==> config.mk <==
export PLATFORM = sky130hd
export DESIGN_NAME = artanh_series_summer
export DESIGN_NICKNAME = d
export VERILOG_FILES = /design/src/sv/arts_pkg.sv /design/src/sv/arts_div.sv /design/src/sv/artanh_series_summer.sv
export SDC_FILE = /design/constraint.sdc
export NUM_CORES = 2
export LEC_CHECK = 0
export ABC_AREA = 1
export BUFFER_PORTS_ARGS = -buffer_cell sky130_fd_sc_hd__buf_4
export CORE_ASPECT_RATIO = 1.1
export CORE_MARGIN = 4
export CORE_UTILIZATION = 40
export DETAILED_ROUTE_END_ITERATION = 12
export SETUP_SLACK_MARGIN = 0.2
export SYNTH_ARGS = -nofsm -noshare
export SYNTH_HDL_FRONTEND = slang
export SYNTH_SLANG_ARGS = --single-unit
==> constraint.sdc <==
create_clock -name clk -period 9.2 [get_ports clk]
set_input_delay 0.92 -clock clk [delete_from_list [all_inputs] [get_ports clk]]
set_output_delay 0.92 -clock clk [all_outputs]
set_load 0.02 [all_outputs]
==> src/sv/arts_pkg.sv <==
// Shared types, constants and the microcode program of the artanh series summer.
// Used by arts_div and artanh_series_summer; depends on nothing else.
`timescale 1ns / 1ps

package arts_pkg;

  localparam int FRAC_BITS = 31;
  localparam int VAL_W     = 32;
  localparam int SUM_W     = 34;
  localparam int EST_W     = 31;
  localparam int REM_W     = SUM_W + 1;
  localparam int IDX_W     = 6;
  localparam int PC_W      = 4;
  localparam int CNT_W     = 6;
  localparam int DATA_W    = 104;

  localparam logic [EST_W-1:0] EST_CAP  = '1;
  localparam logic [EST_W-1:0] TERM_CAP = '1;

  localparam logic [CNT_W-1:0] DIV_TERM_STEPS = CNT_W'(VAL_W);
  localparam logic [CNT_W-1:0] DIV_EST_STEPS  = CNT_W'(FRAC_BITS);

  localparam logic [1:0] CFG_STOP_MODE  = 2'd0;
  localparam logic [1:0] CFG_TERM_LIMIT = 2'd1;
  localparam logic [1:0] CFG_TOLERANCE  = 2'd2;

  localparam logic [PC_W-1:0] PC_IDLE     = 4'd0;
  localparam logic [PC_W-1:0] PC_TERM     = 4'd3;
  localparam logic [PC_W-1:0] PC_DIV_NEXT = 4'd5;
  localparam logic [PC_W-1:0] PC_DIV_EST  = 4'd7;
  localparam logic [PC_W-1:0] PC_WAIT     = 4'd9;

  typedef enum logic [3:0] {
    OP_NOP,
    OP_ACCEPT,
    OP_MUL_X2,
    OP_SET_X2,
    OP_TERM,
    OP_PNEXT,
    OP_DIV,
    OP_NMAG,
    OP_EST,
    OP_EMIT,
    OP_ADVANCE
  } uop_t;

  typedef enum logic [2:0] {
    JC_NEVER,
    JC_ALWAYS,
    JC_NO_REQ,
    JC_DIV_MORE,
    JC_SKIP,
    JC_OUT_FULL,
    JC_LAST
  } jcond_t;

  typedef struct packed {
    uop_t            op;
    jcond_t          cond;
    logic [PC_W-1:0] target;
  } uword_t;

  typedef struct packed {
    logic             load;
    logic             step;
    logic [CNT_W-1:0] steps;
  } div_ctrl_t;

  function automatic uword_t ucode_rom(input logic [PC_W-1:0] pc);
    uword_t w;
    case (pc)
      4'd0:    w = '{OP_ACCEPT,  JC_NO_REQ,   PC_IDLE};
      4'd1:    w = '{OP_MUL_X2,  JC_NEVER,    PC_IDLE};
      4'd2:    w = '{OP_SET_X2,  JC_NEVER,    PC_IDLE};
      4'd3:    w = '{OP_TERM,    JC_NEVER,    PC_IDLE};
      4'd4:    w = '{OP_PNEXT,   JC_NEVER,    PC_IDLE};
      4'd5:    w = '{OP_DIV,     JC_DIV_MORE, PC_DIV_NEXT};
      4'd6:    w = '{OP_NMAG,    JC_SKIP,     PC_WAIT};
      4'd7:    w = '{OP_DIV,     JC_DIV_MORE, PC_DIV_EST};
      4'd8:    w = '{OP_EST,     JC_NEVER,    PC_IDLE};
      4'd9:    w = '{OP_NOP,     JC_OUT_FULL, PC_WAIT};
      4'd10:   w = '{OP_EMIT,    JC_LAST,     PC_IDLE};
      4'd11:   w = '{OP_ADVANCE, JC_ALWAYS,   PC_TERM};
      default: w = '{OP_NOP,     JC_ALWAYS,   PC_IDLE};
    endcase
    return w;
  endfunction

  // Product shifted down by the fraction width, rounded half up.
  function automatic logic [VAL_W-1:0] round_shift(input logic [2*VAL_W-1:0] p);
    logic [2*VAL_W-1:0] s;
    s = p + ((2*VAL_W)'(1) << (FRAC_BITS - 1));
    return s[FRAC_BITS+VAL_W-1:FRAC_BITS];
  endfunction

endpackage

==> src/sv/arts_div.sv <==
// Shared restoring divider of the artanh series summer, one quotient bit a cycle.
// Depends on arts_pkg for widths and the control struct.
`timescale 1ns / 1ps

module arts_div import arts_pkg::*; (
  input  logic             clk,
  input  logic             rst_n,
  input  div_ctrl_t        ctrl,
  input  logic [REM_W-1:0] rem_init,
  input  logic [VAL_W-1:0] num_init,
  input  logic [SUM_W-1:0] den,
  output logic [VAL_W-1:0] quot,
  output logic             more
);

  logic [REM_W-1:0] rem_r, rem_nxt;
  logic [VAL_W-1:0] q_r, q_nxt;
  logic [SUM_W-1:0] den_r, den_nxt;
  logic [CNT_W-1:0] cnt_r, cnt_nxt;
  logic [REM_W-1:0] rem_sh;
  logic             ge;

  assign rem_sh = {rem_r[REM_W-2:0], q_r[VAL_W-1]};
  assign ge     = rem_sh >= {1'b0, den_r};

  always_comb begin
    rem_nxt = rem_r;
    q_nxt   = q_r;
    den_nxt = den_r;
    cnt_nxt = cnt_r;
    if (ctrl.load) begin
      rem_nxt = rem_init;
      q_nxt   = num_init;
      den_nxt = den;
      cnt_nxt = ctrl.steps;
    end else if (ctrl.step) begin
      rem_nxt = ge ? (rem_sh - {1'b0, den_r}) : rem_sh;
      q_nxt   = {q_r[VAL_W-2:0], ge};
      cnt_nxt = cnt_r - CNT_W'(1);
    end
  end

  always_ff @(posedge clk) begin
    if (!rst_n) begin
      cnt_r <= '0;
    end else begin
      cnt_r <= cnt_nxt;
    end
    rem_r <= rem_nxt;
    q_r   <= q_nxt;
    den_r <= den_nxt;
  end

  assign quot = q_r;
  assign more = cnt_r != CNT_W'(1);

endmodule

==> src/sv/artanh_series_summer.sv <==
// Top level of the artanh series summer: microcode sequencer, datapath and ports.
// Depends on arts_pkg and instantiates arts_div.
`timescale 1ns / 1ps

// The block takes one signed Q0.31 argument on the in_ stream and sums the
// series x^(2n+1)/(2n+1). For each term it sends one result on the out_
// stream: index, term, partial sum and relative error estimate, with tlast
// on the final result of the run and tuser set when tolerance mode ran into
// the term cap. Mode, term count and tolerance are set on the cfg_ port;
// the user is to set them only while the block is idle; the block does not enforce this.
// A request is taken only while the sequencer sits in its idle step. Setup
// of x squared is a multiply and then a rounding step; each term is then paced
// by the shared divider that produces one quotient bit a cycle for the next
// term (32 bits) and, unless it is skipped, for the estimate (31 bits).
// Results leave through an output register; when the receiver stalls the
// sequencer waits before writing the next result into it.
// Reset returns the sequencer to idle, empties the output register and
// loads the register defaults: tolerance mode, 8 terms, tolerance 2147484.
module artanh_series_summer import arts_pkg::*; #(
  parameter int MAX_TERMS = 64
) (
  input  logic              clk,
  input  logic              rst_n,
  input  logic              in_tvalid,
  output logic              in_tready,
  input  logic [VAL_W-1:0]  in_tdata,   // x_value
  output logic              out_tvalid,
  input  logic              out_tready,
  output logic [DATA_W-1:0] out_tdata,  // term_index, term_value, partial_sum, error_estimate
  output logic              out_tlast,  // last_term
  output logic              out_tuser,  // limit_hit
  input  logic              cfg_we,
  input  logic [1:0]        cfg_index,
  input  logic [EST_W-1:0]  cfg_data
);

  localparam int N_W = $clog2(MAX_TERMS + 1);

  logic             stop_mode_r, stop_mode_nxt;
  logic [6:0]       term_limit_r, term_limit_nxt;
  logic [EST_W-1:0] tol_r, tol_nxt;

  logic [PC_W-1:0]  pc_r, pc_nxt;
  uword_t           uw;
  logic             jump;

  logic [VAL_W-1:0]        mag_r, mag_nxt;
  logic                    neg_r, neg_nxt;
  logic [VAL_W-1:0]        x2_r, x2_nxt;
  logic [VAL_W-1:0]        pw_r, pw_nxt;
  logic [VAL_W-1:0]        pnx_r, pnx_nxt;
  logic [VAL_W-1:0]        nmag_r, nmag_nxt;
  logic [2*VAL_W-1:0]      prod_r, prod_nxt;
  logic [N_W-1:0]          n_r, n_nxt;
  logic signed [SUM_W-1:0] sum_r, sum_nxt;
  logic signed [VAL_W-1:0] tval_r, tval_nxt;
  logic [EST_W-1:0]        est_r, est_nxt;

  logic              out_valid_r, out_valid_nxt;
  logic [DATA_W-1:0] out_data_r, out_data_nxt;
  logic              out_last_r, out_last_nxt;
  logic              out_hit_r, out_hit_nxt;

  logic [VAL_W-1:0]    mul_a, mul_b;
  logic [VAL_W-1:0]    prod_rnd;
  logic [EST_W-1:0]    tmag;
  logic [VAL_W-1:0]    tneg;
  logic [SUM_W:0]      sum_ext;
  logic [SUM_W-1:0]    smag;
  logic                sum_zero;
  logic                skip_div;
  logic [6:0]          limit;
  logic [7:0]          n_done;
  logic                cap_reached, tol_done, run_last, run_hit;
  div_ctrl_t           div_ctrl;
  logic [REM_W-1:0]    div_rem_init;
  logic [VAL_W-1:0]    div_num_init;
  logic [SUM_W-1:0]    div_den;
  logic [VAL_W-1:0]    div_quot;
  logic                div_more;

  assign uw = ucode_rom(pc_r);

  // Configuration registers.
  always_comb begin
    stop_mode_nxt  = stop_mode_r;
    term_limit_nxt = term_limit_r;
    tol_nxt        = tol_r;
    if (cfg_we) begin
      case (cfg_index)
        CFG_STOP_MODE:  stop_mode_nxt  = cfg_data[0];
        CFG_TERM_LIMIT: term_limit_nxt = cfg_data[6:0];
        CFG_TOLERANCE:  tol_nxt        = cfg_data;
        default: ;
      endcase
    end
  end

  // Datapath terms.
  assign prod_rnd = round_shift(prod_r);
  assign tmag     = (nmag_r > {1'b0, TERM_CAP}) ? TERM_CAP : nmag_r[EST_W-1:0];
  assign tneg     = {1'b0, tmag};
  assign sum_ext  = {sum_r[SUM_W-1], sum_r} + {{(SUM_W+1-VAL_W){tval_nxt[VAL_W-1]}}, tval_nxt};
  assign smag     = sum_r[SUM_W-1] ? (SUM_W)'(-sum_r) : SUM_W'(sum_r);
  assign sum_zero = sum_r == '0;
  assign skip_div = sum_zero || ({{(SUM_W-VAL_W){1'b0}}, div_quot} >= smag);

  assign limit = (term_limit_r == 7'd0) ? 7'd1 :
                 (term_limit_r > 7'(MAX_TERMS)) ? 7'(MAX_TERMS) : term_limit_r;
  assign n_done      = 8'(n_r) + 8'd1;
  assign cap_reached = n_done >= 8'(MAX_TERMS);
  assign tol_done    = est_r <= tol_r;
  assign run_last    = cap_reached || (stop_mode_r ? tol_done : (n_done >= {1'b0, limit}));
  assign run_hit     = stop_mode_r && !tol_done && cap_reached;

  assign mul_a = (uw.op == OP_MUL_X2) ? mag_r : pw_r;
  assign mul_b = (uw.op == OP_MUL_X2) ? mag_r : x2_r;

  always_comb begin
    case (uw.cond)
      JC_NEVER:    jump = 1'b0;
      JC_ALWAYS:   jump = 1'b1;
      JC_NO_REQ:   jump = !in_tvalid;
      JC_DIV_MORE: jump = div_more;
      JC_SKIP:     jump = skip_div;
      JC_OUT_FULL: jump = out_valid_r && !out_tready;
      JC_LAST:     jump = run_last;
      default:     jump = 1'b1;
    endcase
    pc_nxt = jump ? uw.target : pc_r + PC_W'(1);
  end

  always_comb begin
    mag_nxt       = mag_r;
    neg_nxt       = neg_r;
    x2_nxt        = x2_r;
    pw_nxt        = pw_r;
    pnx_nxt       = pnx_r;
    nmag_nxt      = nmag_r;
    prod_nxt      = prod_r;
    n_nxt         = n_r;
    sum_nxt       = sum_r;
    tval_nxt      = neg_r ? -tneg : tneg;
    est_nxt       = est_r;
    out_valid_nxt = out_valid_r && !out_tready;
    out_data_nxt  = out_data_r;
    out_last_nxt  = out_last_r;
    out_hit_nxt   = out_hit_r;
    div_ctrl      = '{load: 1'b0, step: uw.op == OP_DIV, steps: DIV_TERM_STEPS};
    div_rem_init  = '0;
    div_num_init  = prod_rnd + VAL_W'(n_r) + VAL_W'(1);
    div_den       = SUM_W'({n_r, 1'b1}) + SUM_W'(2);
    case (uw.op)
      OP_ACCEPT: begin
        if (in_tvalid) begin
          neg_nxt  = in_tdata[VAL_W-1];
          mag_nxt  = in_tdata[VAL_W-1] ? -in_tdata : in_tdata;
          pw_nxt   = mag_nxt;
          nmag_nxt = mag_nxt;
          n_nxt    = '0;
          sum_nxt  = '0;
        end
      end
      OP_MUL_X2: prod_nxt = mul_a * mul_b;
      OP_SET_X2: x2_nxt = prod_rnd;
      OP_TERM: begin
        prod_nxt = mul_a * mul_b;
        if (sum_ext[SUM_W] != sum_ext[SUM_W-1]) begin
          sum_nxt = sum_ext[SUM_W] ? {1'b1, {(SUM_W-1){1'b0}}} : {1'b0, {(SUM_W-1){1'b1}}};
        end else begin
          sum_nxt = sum_ext[SUM_W-1:0];
        end
      end
      OP_PNEXT: begin
        pnx_nxt       = prod_rnd;
        div_ctrl.load = 1'b1;
      end
      OP_NMAG: begin
        nmag_nxt       = div_quot;
        est_nxt        = sum_zero ? '0 : EST_CAP;
        div_ctrl.load  = 1'b1;
        div_ctrl.steps = DIV_EST_STEPS;
        div_rem_init   = REM_W'(div_quot);
        div_num_init   = '0;
        div_den        = smag;
      end
      OP_EST: est_nxt = div_quot[EST_W-1:0];
      OP_EMIT: begin
        out_valid_nxt = 1'b1;
        out_data_nxt  = {1'b0, est_r, sum_r, tval_r, IDX_W'(n_r)};
        out_last_nxt  = run_last;
        out_hit_nxt   = run_hit;
      end
      OP_ADVANCE: begin
        n_nxt  = n_r + N_W'(1);
        pw_nxt = pnx_r;
      end
      default: ;
    endcase
  end

  arts_div u_div (
    .clk      (clk),
    .rst_n    (rst_n),
    .ctrl     (div_ctrl),
    .rem_init (div_rem_init),
    .num_init (div_num_init),
    .den      (div_den),
    .quot     (div_quot),
    .more     (div_more)
  );

  always_ff @(posedge clk) begin
    if (!rst_n) begin
      stop_mode_r  <= 1'b1;
      term_limit_r <= 7'd8;
      tol_r        <= 31'd2147484;
      pc_r         <= PC_IDLE;
      out_valid_r  <= 1'b0;
    end else begin
      stop_mode_r  <= stop_mode_nxt;
      term_limit_r <= term_limit_nxt;
      tol_r        <= tol_nxt;
      pc_r         <= pc_nxt;
      out_valid_r  <= out_valid_nxt;
    end
    mag_r      <= mag_nxt;
    neg_r      <= neg_nxt;
    x2_r       <= x2_nxt;
    pw_r       <= pw_nxt;
    pnx_r      <= pnx_nxt;
    nmag_r     <= nmag_nxt;
    prod_r     <= prod_nxt;
    n_r        <= n_nxt;
    sum_r      <= sum_nxt;
    if (uw.op == OP_TERM) begin
      tval_r <= tval_nxt;
    end
    est_r      <= est_nxt;
    out_data_r <= out_data_nxt;
    out_last_r <= out_last_nxt;
    out_hit_r  <= out_hit_nxt;
  end

  assign in_tready  = uw.op == OP_ACCEPT;
  assign out_tvalid = out_valid_r;
  assign out_tdata  = out_data_r;
  assign out_tlast  = out_last_r;
  assign out_tuser  = out_hit_r;

  a_hit_is_last: assert property (@(posedge clk) disable iff (!rst_n)
    out_tvalid && out_tuser |-> out_tlast)
    else $error("cap flag on a result that does not end the run");

  a_hit_at_cap: assert property (@(posedge clk) disable iff (!rst_n)
    out_tvalid && out_tuser |-> out_tdata[IDX_W-1:0] == IDX_W'(MAX_TERMS - 1))
    else $error("cap flag before the term cap");

  a_est_div_nonzero: assert property (@(posedge clk) disable iff (!rst_n)
    uw.op == OP_EST |-> sum_r != '0)
    else $error("estimate division ran with a zero partial sum");

  a_emit_slot_free: assert property (@(posedge clk) disable iff (!rst_n)
    uw.op == OP_EMIT |-> !out_valid_r)
    else $error("result written over a waiting result");

endmodule
=== After elaboration in Yosys (flattened, before gate mapping) ===
Memory sizes are Yosys's and may differ from the RTL's. A register that Yosys moved wholly into a read port is not among the register bits.
Index checks and enable logic that the tools add are counted.
Widths: inputs -> output; s select.

* Flip-flop bits (word level): 583
* Bits in read-only memories: 176
* Input port bits: 70
* Output and inout port bits: 108
* Word-level logic and storage cells: 127
* Memories: 1

{| class="wikitable"
|+ Memories
! memory !! words !! width !! read ports !! clocked after memory_dff !! write ports !! line !! RTL
|-
| (no name shown) || 16 || 11 || 1 || 1 || 0 || arts_pkg.sv:71 || <nowiki>case (pc)</nowiki>
|}

* $add $sub $neg: 13
* $mul: 1
* $lt $le $gt $ge: 7
* Equality and inequality tests: 20
* Muxes and demuxes: 36
* Reduce and logical (&&, ||, !) cells: 26

{| class="wikitable"
|+ Operator list
! cell !! number
|-
| $mux 32 || 9
|-
| $mux 34 || 8
|-
| $pmux 32 s2 || 2
|-
| $pmux 34 s2 || 1
|-
| $add 63x31->63 const B || 1
|-
| $mul 32x32->63 || 1
|-
| $mux 31 || 2
|-
| $pmux 31 s2 || 1
|-
| $add 34x32->35 || 1
|-
| $ge 35x34->1 || 1
|-
| $ge 32x34->1 || 1
|-
| $logic_not 34->1 || 1
|-
| $neg 34->34 || 1
|-
| $sub 34x34->34 || 1
|-
| $add 32x1->32 const B || 1
|-
| $add 32x7->32 || 1
|-
| $gt 32x31->1 const B || 1
|-
| $neg 31->32 || 1
|-
| $neg 32->32 || 1
|-
| $le 31x31->1 || 1
|-
| $mux 7 || 3
|-
| $mux 6 || 3
|-
| $eq 4x3->1 const B || 4
|-
| $pmux 7 s2 || 1
|-
| 30 further kinds || 55
|}

=== Logic depth before layout (Yosys ltp) ===
* Depth in word-level cells: 9
* Mapped depth: 41
* Depth with buffers taken out: 41

=== Hierarchy ===
From an unflattened synthesis, not the netlist that was laid out.

* Cell total of the unflattened synthesis: 7566
* Area total of the unflattened synthesis: 64535.6 µm²

{| class="wikitable"
|+ Modules (own cells, without submodules)
! module !! times used !! cells each !! area an instance (µm²) !! seq. area each (µm²)
|-
| artanh_series_summer || 1 || 6521 || 56922.1 || 13202.7
|-
| arts_div || 1 || 1045 || 7613.6 || 3123.0
|}

=== Least setup slack after synthesis ===
Ideal clock, no wire load.

* Kind: reg2reg
* Start point: reg, netlist name uw[8]
* End point: reg prod_r[60] (data pin)
* Library setup time: 0.259 ns
* Data arrival time: 7.583 ns
* Required time: 8.941 ns
* Slack: 1.358 ns
* Stages on the path, launching flop included: 37
* Path buffers: 4
* Period minus slack after synthesis: 7.842 ns
* Cell sequence: dfxtp_1 -> buf_4 -> nand2_4 -> nor2_8 -> buf_6 -> inv_1 -> clkbuf_1 -> or2_2 -> o21ai_1 -> clkbuf_1 -> nor2_1 -> fa_1 -> fa_1 -> fa_1 -> inv_1 -> fa_1 -> inv_1 -> fa_1 -> inv_1 -> fa_1 -> inv_1 -> fa_1 -> inv_1 -> fa_1 -> inv_1 -> ha_1 -> nand2_1 -> nor2_1 -> inv_1 -> nor2_1 -> nand3_1 -> o21ai_0 -> a21oi_1 -> o211ai_1 -> nand2_1 -> nand2_1 -> xor2_1

* Longest elaborated chain between the ends: 3
* Elaborated cells between the ends (all ways): 4
* Classes of those cells: mul (1); eq/ne (1); mux (2)

{| class="wikitable"
|+ Ends and longest elaborated chain
! item !! line !! RTL
|-
| $eq 4x2->1 (*) || artanh_series_summer.sv:116, artanh_series_summer.sv:117, artanh_series_summer.sv:153 ||
|-
| $mux 32, on equally long branches || artanh_series_summer.sv:116, artanh_series_summer.sv:117 ||
|-
| $mul 32x32->63 (*) || artanh_series_summer.sv:164, artanh_series_summer.sv:167 ||
|-
| to (signal assigned) || artanh_series_summer.sv:233 || <nowiki>prod_r <= prod_nxt;</nowiki>
|-
| to (decl) || artanh_series_summer.sv:53 || <nowiki>logic [2*VAL_W-1:0] prod_r, prod_nxt;</nowiki>
|}

Mark *: on every way between the ends. The rest lies on a longest branch, timed or not.
A chain may end at the register's enable or synchronous reset.

=== Final worst setup path ===
* Start point: reg, netlist name uw[7]
* End point: reg prod_r[58] (data pin)

* Longest elaborated chain between the ends: 3
* Elaborated cells between the ends (all ways): 4
* Classes of those cells: mul (1); eq/ne (1); mux (2)

{| class="wikitable"
|+ Ends and longest elaborated chain
! item !! line
|-
| $eq 4x2->1 (*) || artanh_series_summer.sv:116, artanh_series_summer.sv:117, artanh_series_summer.sv:153
|-
| $mux 32, on equally long branches || artanh_series_summer.sv:116, artanh_series_summer.sv:117
|-
| $mul 32x32->63 (*) || artanh_series_summer.sv:164, artanh_series_summer.sv:167
|}

Marked as above.

==> flow_summary.yaml <==
global_route:
  grt_overflow: 0
  grt_usage_pct: 26.3
  grt_pass1_vias: 50700
  grt_pass1_wl_um: 320000
  antenna_found_initial: 17
  grt_max_degree: 84
setup_path:
  arrival_ns: 9.18
  cp-start-kind: "flop"
  cp.depth: 28
  crit_path_max_incr_delay_ns: 0.59
  cp_common_cell: "fa_1"
  critical_path.max_fanout: 35
  startpoint: "uw[7]"
  crit_required_ns: 9.59
  r2r_end: "prod_r[58]"
  ff2ff_setup_slack_ns: 0.41
  crit_end: "prod_r[58]"
  slowest_stage: "o21ai_2"
  rr_startpoint: "uw[7]"
  end_kind: "flop"
  cp_num_buf_inv: 8
  path_delay_family: "adder cells"
  crit_type: "reg2reg"
  reg2reg_depth: 28
synthesis:
  synthesis.area_sq_um: 62800
  syn_nets: 8561
  syn_inst: 7182
  netlist.area_leader.share_pct: 28.6
  synthArstFlopShare_pct: 0
  synthTopCellsByArea: "fa_1, edfxtp_1, inv_1"
  synthFlopType: "edfxtp_1"
  yosysWarnings: 0
  synth_common_cells: "inv_1, nand2_1, nor2_1, fa_1, edfxtp_1"
  synth_cell_type_count: 69
  netlist.top_cell.by_area: "fa_1"
  syn_avg_cell_area_sq_um: 8.74
  ys_ff_latch: 564
  synth_edf_count: 503
  yosysSeqAreaShare_pct: 26.0
  yosysMostFrequentCell: "inv_1"
place:
  port_buffers: 176
  gp_congestion: 0.990
  hpwl_um: 178000
timing:
  rsz0062_at_grt: "yes"
  worstMarginPinSlew_ns: 1.22
  fin_skew_ns: 0.0213
  period_needed_ns: 8.79
  slew_headroom_pct: 18.7
  period_share_pct: 95.6
  drv_slew: 0
  setup_tns_ns: 0
  finalHoldViolCount: 0
  setup_violations: 0
  fmax_mhz: 114
routing:
  routed_wl_um: 215000
  vias: 50200
  drt_iter0_drc: 5003
  dr.pass1.iters: 6
  route.detailed.drc: 0
  wl_per_cell_um: 22.6
  drt.antenna.violating_nets: 0
  avgViaCountPerCell: 5.28
clock_tree:
  clk_path_buf_depth: 3
  numCtsBuffers: 60
  h-tree-depth: 2
  worstSkewPairLatency_ns: 0.65
  clock_sinks: 564
  cts_tree: "done"
  clkTransAtPathRegs_ns: 0.06
  root_buffer: "clkbuf_16"
job:
  maxCapViolCount: 0
layout:
  layout-drive-gt1-share_pct: 8.77
  final_util_pct: 44.7
  syn_to_final_growth_pct: 11.1
  fin_nets: 8753
min_path:
  hold_path.class: "reg2reg"
floorplan:
  coreArea_sq_um: 156000
  die_x_um: 386
  row_count: 152
  die-area_sq_um: 163000
  io_pins: 178
  chipHeight_um: 424
  start_util_pct: 40.3
outcome:
  status: "finished, final reports clean"
[layout make-up]
| class | instances | area (sq um) |
|---|---|---|
| antenna | 5 | 12.5 |
| clock buffer | 73 | 1560 |
| clock inverter | 40 | 523 |
| fill | 15400 | 86200 |
| inverter | 1517 | 5750 |
| multi-input combinational | 4866 | 40100 |
| sequential | 564 | 16300 |
| tap | 2079 | 2600 |
| timing repair buffer | 365 | 2850 |
[placed cells by master, fill, tap and decap left out, types with 41 or more instances in the layout]
master        n
clkbuf_16    60
ha_1        412
nand3_1     110
buf_4       353
nand4_1      47
dfxtp_1      61
xnor2_1      52
nor3_1       54
o21ai_0     303
a21oi_1     299
xor2_1      155
inv_1      1465
o21ai_1      41
nor2_1     1028
edfxtp_1    503
nand2_1    1134
fa_1        897
[cells by family (layout without fill, tap and decap cells)]
| group | after synthesis | after routing | share of synthesized area [%] |
|---|---|---|---|
| and+or+nand+nor | 2502 | 2502 | 16.3 |
| buffers and inverters | 1752 | 1995 | 10.5 |
| other | 1 | 6 | 0.00597 |
| AOI/OAI and AO/OA | 840 | 840 | 7.31 |
| xor gates and xnor gates | 214 | 214 | 3.09 |
| DFF | 564 | 564 | 26.0 |
| adders and majority gates | 1309 | 1309 | 36.8 |
[metrics by stage]
stage	setup WS [ns]	cell area [sq um]	instances	hold WS (ns)
floorplan	1.36	62800	7182	0.400
global placement	0.268	67400	9379	0.402
detailed placement	0.263	67400	9379	0.405
CTS	0.239	69500	9492	0.404
global route	0.154	69700	9505	0.426
finish	0.408	69700	9509	0.419
[worst min-delay path by stage]
stage / startpoint / to / slack, ns / depth (start not counted)
final: tval_r[13] / out_tdata[19] / 0.42 / 0
after global routing: tval_r[31] / out_tdata[37] / 0.43 / 0
after CTS: tval_r[30] / out_tdata[36] / 0.40 / 0
after detailed placement: tval_r[5] / out_tdata[11] / 0.40 / 0
after global placement: tval_r[29] / out_tdata[35] / 0.40 / 0
after floorplan: tval_r[4] / out_tdata[10] / 0.40 / 0
[repair_timing]
item | CTS | global route
buffers inserted | 0 | 12
setup endpoints to repair | 0 | 29
resized for setup | 0 | 39
hold endpoints to repair | 0 | 0
hold buffers | 0 | 0
[routing by layer]
metal	global-route usage, %	routed length [um]	vias to the layer above
met5	0	52	-
li1	-	-	22600
met4	9.59	9720	8
met3	4.15	18100	382
met1	37.1	91400	25100
met2	41.0	95700	2113
[state kept, by name (all words and copies together), names as in the netlist, 4 cells and up]
register	flops
est_r	31
mag_r	32
n_r	7
nmag_r	32
out_tdata	103
pc_r	4
pnx_r	32
prod_r	33
pw_r	32
sum_r	34
term_limit_r	7
tol_r	31
tval_r	32
u_div.cnt_r	6
u_div.den_r	34
u_div.quot	32
u_div.rem_r	34
uw	11
x2_r	32
Power is not shown: default switching activity piles up to over one toggle a cycle in this logic, so the estimate is an artifact.
